File: src/sv/otsu_threshold_binarizer_core_macros.svh
// assertion macros for the otsu threshold binarizer
// no dependencies
`ifndef OTSU_THRESHOLD_BINARIZER_CORE_MACROS_SVH
`define OTSU_THRESHOLD_BINARIZER_CORE_MACROS_SVH

// same-cycle implication
`define OTB_ASSERT_NOW(lbl, clk, rst_n, ante, cons) \
    lbl: assert property (@(posedge clk) disable iff (!(rst_n)) (ante) |-> (cons)) \
        else $error("otsu check failed");

// next-cycle implication
`define OTB_ASSERT_NEXT(lbl, clk, rst_n, ante, cons) \
    lbl: assert property (@(posedge clk) disable iff (!(rst_n)) (ante) |=> (cons)) \
        else $error("otsu check failed");

`endif

File: src/sv/otb_pkg.sv
// shared constants for the otsu threshold binarizer
// no dependencies
`default_nettype none
package otb_pkg;
    localparam int PIX_W = 8;
    localparam logic RK_THRESH = 1'b0;
    localparam logic RK_PIXEL  = 1'b1;
    localparam logic KIND_HIST = 1'b0;
    localparam logic KIND_BIN  = 1'b1;
    localparam logic [PIX_W-1:0] PIX_HIGH = 8'd255;
    localparam logic [PIX_W-1:0] PIX_LOW  = 8'd0;
endpackage
`default_nettype wire

File: src/sv/otb_div.sv
// shared restoring divider, one quotient bit per cycle
// uses otb_pkg
`default_nettype none
module otb_div #(
    parameter int NW = 30,
    parameter int DW = 23
) (
    input  wire logic          i_clk,
    input  wire logic          i_rst_n,
    input  wire logic          i_start,
    input  wire logic [NW-1:0] i_num,
    input  wire logic [DW-1:0] i_den,
    output logic               o_done,
    output logic      [NW-1:0] o_quot
);
    import otb_pkg::*;
    localparam int CNW = $clog2(NW + 1);

    logic [DW:0]    r_rem;
    logic [DW-1:0]  r_den;
    logic [CNW-1:0] r_cnt;
    logic           r_run;
    logic [DW:0]    n_shift;
    logic           n_bit;

    always_comb begin
        n_shift = {r_rem[DW-1:0], o_quot[NW-1]};
        n_bit   = (n_shift >= {1'b0, r_den});
    end

    always_ff @(posedge i_clk) begin
        if (!i_rst_n) begin
            r_run  <= 1'b0;
            o_done <= 1'b0;
            r_cnt  <= '0;
        end else begin
            o_done <= 1'b0;
            if (i_start) begin
                r_run  <= 1'b1;
                r_cnt  <= CNW'(NW);
                r_rem  <= '0;
                r_den  <= i_den;
                o_quot <= i_num;
            end else if (r_run) begin
                r_rem  <= n_bit ? (n_shift - {1'b0, r_den}) : n_shift;
                o_quot <= {o_quot[NW-2:0], n_bit};
                r_cnt  <= r_cnt - 1'b1;
                if (r_cnt == CNW'(1)) begin
                    r_run  <= 1'b0;
                    o_done <= 1'b1;
                end
            end
        end
    end
endmodule
`default_nettype wire

File: config.mk
export PLATFORM = sky130hd
export DESIGN_NAME = otb_div
export DESIGN_NICKNAME = d
export VERILOG_FILES = /design/src/sv/otsu_threshold_binarizer_core_macros.svh /design/src/sv/otb_pkg.sv /design/src/sv/otb_div.sv
export SDC_FILE = /design/constraint.sdc
export NUM_CORES = 1
export LEC_CHECK = 0
export BUFFER_PORTS_ARGS = -buffer_cell sky130_fd_sc_hd__buf_4
export CORE_MARGIN = 5
export CORE_UTILIZATION = 45
export CTS_BUF_LIST = sky130_fd_sc_hd__clkbuf_4 sky130_fd_sc_hd__clkbuf_8 sky130_fd_sc_hd__clkbuf_16
export DETAILED_ROUTE_END_ITERATION = 8
export PLACE_DENSITY_LB_ADDON = 0.08
export SETUP_SLACK_MARGIN = 0.4
export SLEW_MARGIN = 20
export SYNTH_ARGS = -nofsm -noshare
export SYNTH_HDL_FRONTEND = slang
export SYNTH_SLANG_ARGS = --single-unit
File: constraint.sdc
create_clock -name i_clk -period 4.7 [get_ports i_clk]
set_clock_uncertainty 0.15 [all_clocks]
set_input_delay 0.705 -clock i_clk [delete_from_list [all_inputs] [get_ports i_clk]]
set_output_delay 0.705 -clock i_clk [all_outputs]
set_load 0.005 [all_outputs]
Yosys cells after proc, flatten, opt, wreduce, memory -nomap -nowiden --
Index checks and enable logic that the tools add are counted.
Word-level totals: flip-flop bits (word level) 83, output and inout bits 31, word-level logic and storage cells 28
Cells by class: add/sub/neg operators 2, $lt $le $gt $ge 1, equality and inequality tests 1, muxes and demuxes 10, bitwise operators 2, reduce and logical (&&, ||, !) cells 5
Operator list (number):
- 2-to-1 mux 30 bit | 2
- 2-to-1 mux 23 bit | 2
- greater-or-equal comparator 24 x 23 -> 1 bit | 1
- subtractor 23 bit | 1
- 2-to-1 mux 5 bit | 2
- == test 5 x 1 -> 1 bit (second input constant) | 1
- subtractor 5 x 1 -> 5 bit (second input constant) | 1
- 2-to-1 mux 1 bit | 4
- AND reduction 2 bit | 2
- OR reduction 3 bit | 1
- NOT 1 bit | 2
- nonzero test 2 bit | 1
- OR reduction 2 bit | 1

Depth between registers and ports, before layout --
depth after elaboration 4, gate-level depth with buffers 11, depth with buffers taken out 10

Least setup slack after synthesis --
OpenSTA, ideal clock, no wires.
path kind input port to flip-flop, from in i_start, to reg o_quot[0] (enable), library setup time 415 ps, arrival 2175 ps, path slack 1960 ps, stages on the path 2, path buffers 1, cells stage by stage clkbuf_1 -> o21a_1
Between the ends: cells in the longest elaborated chain, start to end 2
Ends and longest elaborated chain:
- from (decl) | RTL line otb_div.sv:10 | input wire logic i_start,
- nonzero test 2 bit (no line)
- AND reduction 2 bit (no line)
- to (signal assigned) | RTL line otb_div.sv:43 | o_quot <= i_num;
- to (signal assigned) | RTL line otb_div.sv:46 | o_quot <= {o_quot[NW-2:0], n_bit};
- to (decl) | RTL line otb_div.sv:14 | output logic [NW-1:0] o_quot
Every way passes these cells. A chain may end at the register's enable or synchronous reset.

Final worst setup path --
from reg o_quot[29], to reg r_rem[14] (data pin)
Between the ends: cells in the longest elaborated chain, start to end 3, elaborated cells between the ends (all ways) 4, those cells by class add/sub: 1; order compare: 1; mux: 2
Ends and longest elaborated chain:
- subtractor 23 bit or greater-or-equal comparator 24 x 23 -> 1 bit (tied branches) | RTL line otb_div.sv:45, otb_div.sv:28
- 2-to-1 mux 23 bit (*) | RTL line otb_div.sv:45 | r_rem <= n_bit ? (n_shift - {1'b0, r_den}) : n_shift;
- 2-to-1 mux 23 bit (*) | RTL line otb_div.sv:44 | end else if (r_run) begin
- to (signal assigned) | RTL line otb_div.sv:45
- to (decl) | RTL line otb_div.sv:19 | logic [DW:0] r_rem;
Mark *: on every way between the ends. The rest lies on a longest branch, timed or not. The select of a mux whose other input is x is not followed.

==> out/qor.yml <==
sta:
  setup_tns_ns: 0
  rsz0062_at_grt: "false"
  slew_violations: 0
  fin_crit_sh: 0.674
  max_freq_mhz: 316
  whs_ns: 0.362
  hold_viol: 0
  finalCriticalPeriod_ns: 3.17
  relSlewSlack: 0.537
  setup_violations: 0
  worstMarginPinSlew_ns: 0.694
  setup_ws_ns: 1.53
placement:
  portBuffers: 86
  dp.cells: 608
  gp_congestion: 0.886
  place_area_um2: 5430
  place_worst_setup_slack_ns: 1.53
  hpwlAfterDp_um: 7230
cts:
  cts_resized: 0
  clk_latency_ns: 0.36
  hold_buffers: 0
  cts_tree: "yes"
  clkTransAtPathRegs_ns: 0.09
  clk_path_buf_depth: 2
  root_buffer: "clkbuf_8"
  htreeDepth: 3
  cts_made_buffers: 9
  clkSinkCount: 83
  post_cts_buffers: 0
floorplan:
  rows: 37
  dieArea_um2: 12500
  ios: 87
  die_h_um: 112
  start_util: 0.458
  chipWidth_um: 112
  core_area_um2: 10200
drt:
  drtAntennaViolNets: 0
  routed_via_density: 5.26
  dr.pass1.iters: 5
  wl_um: 10100
  drt_iter0_drc: 174
  routedWlPerCell_um: 16.2
  drc: 0
  vias: 3275
synth:
  syn_area_um2: 4680
  yosysWarnings: 0
  yosysSeqAreaShare: 0.517
  async_flop_share: 0
  synth_edf_count: 76
  syn_inst: 396
  synth.distinct_cells: 53
  syn_avg_cell_area_um2: 11.8
  ys_ff_latch: 83
  synth_ff_type: "edfxtp_1"
  synthesis.nets: 478
layout:
  multiInputGateArea_um2: 2060
  antennaDiodeCount: 0
  final_core_util: 0.548
  post-route-cell-area_um2: 5610
  drive_gt1_frac: 0.329
  synthToLayoutAreaGrowth_pct: 19.7
  fillCellCount: 911
  register_area_um2: 2420
  fin_nets: 565
  final_cell_count_no_fill: 623
setup_path:
  cp.arrival_ns: 3.10
  crit_required_ns: 4.63
  critPathKind: "reg2reg"
  crit_fanout: 33
  worstReg2RegEnd: "r_rem[14]"
  timing.rr.start: "o_quot[29]"
  cp-startpoint: "o_quot[29]"
  reg2regPathDepth: 10
  endpoint_kind: "flop"
  endpoint: "r_rem[14]"
  critPathLaunchType: "flop"
  ff2ff_setup_slack_ns: 1.53
outcome:
  outcome: "complete, no violations"
global_route:
  grt_pass1_wl_um: 16500
  grt_usage: 0.165
  grt_max_degree: 53
  grt_pass1_vias: 3355
  grt_overflow: 0
  antenna_found_initial: 0
power:
  ir_drop_mv: 0.186
  p_leak_nw: 2.27
  power_density_nw_per_um2: 339
  power_mw: 1.90
run:
  cap_violations: 0
hold_path:
  hold_depth: 1
  hold_class: "in2reg"
==> placed cells by master (no fill, tap or decap), drive strengths merged, types with 7 or more instances in the layout <==
cell,Yosys,final
o21ai,11,11
dfxtp,7,7
buf,6,89
o21a,9,9
a21boi,8,8
xor2,7,7
nand3,7,7
inv,30,31
edfxtp,76,76
mux2,30,30
mux2i,10,10
nand2,31,31
xnor2,15,15
nor2,33,33
a211oi,12,12
clkbuf,7,10
a21oi,23,23
ha,25,25
==> report_power, final <==
group / leakage [nW] / internal [mW] / switching [mW] / total, mW
logic: 1.41 / 0.239 / 0.280 / 0.519
registers: 0.785 / 0.883 / 0.0325 / 0.916
clock network: 0.0784 / 0.198 / 0.268 / 0.465
total: 2.27 / 1.32 / 0.580 / 1.90
==> registers in the layout, indices dropped and copies added (netlist names) <==
name    cells
r_den      23
r_cnt       5
r_rem      23
o_quot     30
r_run       1
o_done      1
==> worst max-delay path: stages, from the launching register on <==
cell and delay, ns:
edfxtp_1 0.39, inv_1 0.05, ha_1 0.22, fa_1 0.41
nand2b_1 0.19, a21oi_1 0.23, o21ai_0 0.21, a21o_1 0.25
nand3_4 0.47, mux2i_1 0.26, nor2_1 0.06
==> worst min path at each step <==
stage          slack (ns)         to  startpoint
4_1_cts              0.34  r_den[10]   i_den[10]
3_3_place_gp         0.40     o_done       r_run
5_1_grt              0.33   r_den[8]    i_den[8]
3_5_place_dp         0.41     o_done       r_run
2_1_floorplan        0.38   r_cnt[1]    r_cnt[1]
6_report             0.36  r_den[10]   i_den[10]
==> routing by layer <==
metal  vias to the layer above  wire [µm]  global-route usage
li1                       1632          -                   -
met1                      1553       4520               0.205
met2                        78       4800               0.281
met3                        12        629              0.0491
met4                         0        139              0.0473
met5                         -          0                   0
==> cell usage after synthesis (2+ instances only) <==
| cell | instances | area share |
|---|---|---|
| buf_8 | 2 | 0.0064 |
| buf_6 | 2 | 0.0048 |
| a31oi_1 | 3 | 0.0040 |
| o22ai_1 | 3 | 0.0040 |
| edfxtp_1 | 76 | 0.49 |
| nand4_1 | 6 | 0.0080 |
| buf_2 | 2 | 0.0021 |
| o21bai_1 | 3 | 0.0048 |
| a211oi_2 | 8 | 0.021 |
| and3_1 | 2 | 0.0027 |
| ha_1 | 25 | 0.067 |
| nor3_1 | 5 | 0.0053 |
| inv_1 | 30 | 0.024 |
| mux2i_1 | 10 | 0.021 |
| nand3_1 | 6 | 0.0064 |
| nand2b_1 | 2 | 0.0027 |
| xor2_1 | 7 | 0.013 |
| a21boi_0 | 8 | 0.013 |
| nor4b_1 | 2 | 0.0037 |
| nor2_2 | 7 | 0.0094 |
| dfxtp_1 | 7 | 0.030 |
| nor2b_1 | 3 | 0.0040 |
| a211oi_1 | 3 | 0.0048 |
| nand2_1 | 30 | 0.024 |
| o21a_1 | 9 | 0.014 |
| and2_1 | 2 | 0.0027 |
| o21ai_0 | 10 | 0.011 |
| a21oi_2 | 2 | 0.0037 |
| a21oi_1 | 21 | 0.022 |
| clkbuf_1 | 7 | 0.0056 |
| mux2_2 | 29 | 0.070 |
| nor2_1 | 26 | 0.021 |
| a21o_1 | 4 | 0.0064 |
| xnor2_1 | 15 | 0.028 |
==> layout make-up <==
| cell class | count | area share |
|---|---|---|
| flip-flops and latches | 83 | 0.432 |
| multi-input cells | 270 | 0.368 |
| inverters | 30 | 0.0201 |
| well taps | 136 | 0.0304 |
| clock inverters | 5 | 0.00714 |
| repair buffers | 89 | 0.119 |
| clock buffers | 10 | 0.0234 |
==> logic make-up after synthesis <==
logic type      share of synthesized area
fa+ha+maj                          0.0711
buf+inv                            0.0430
flops                               0.517
compound gates                      0.131
mux                                0.0943
simple gates                        0.102
xor+xnor                           0.0411
Power figures use the tool's default switching activity.
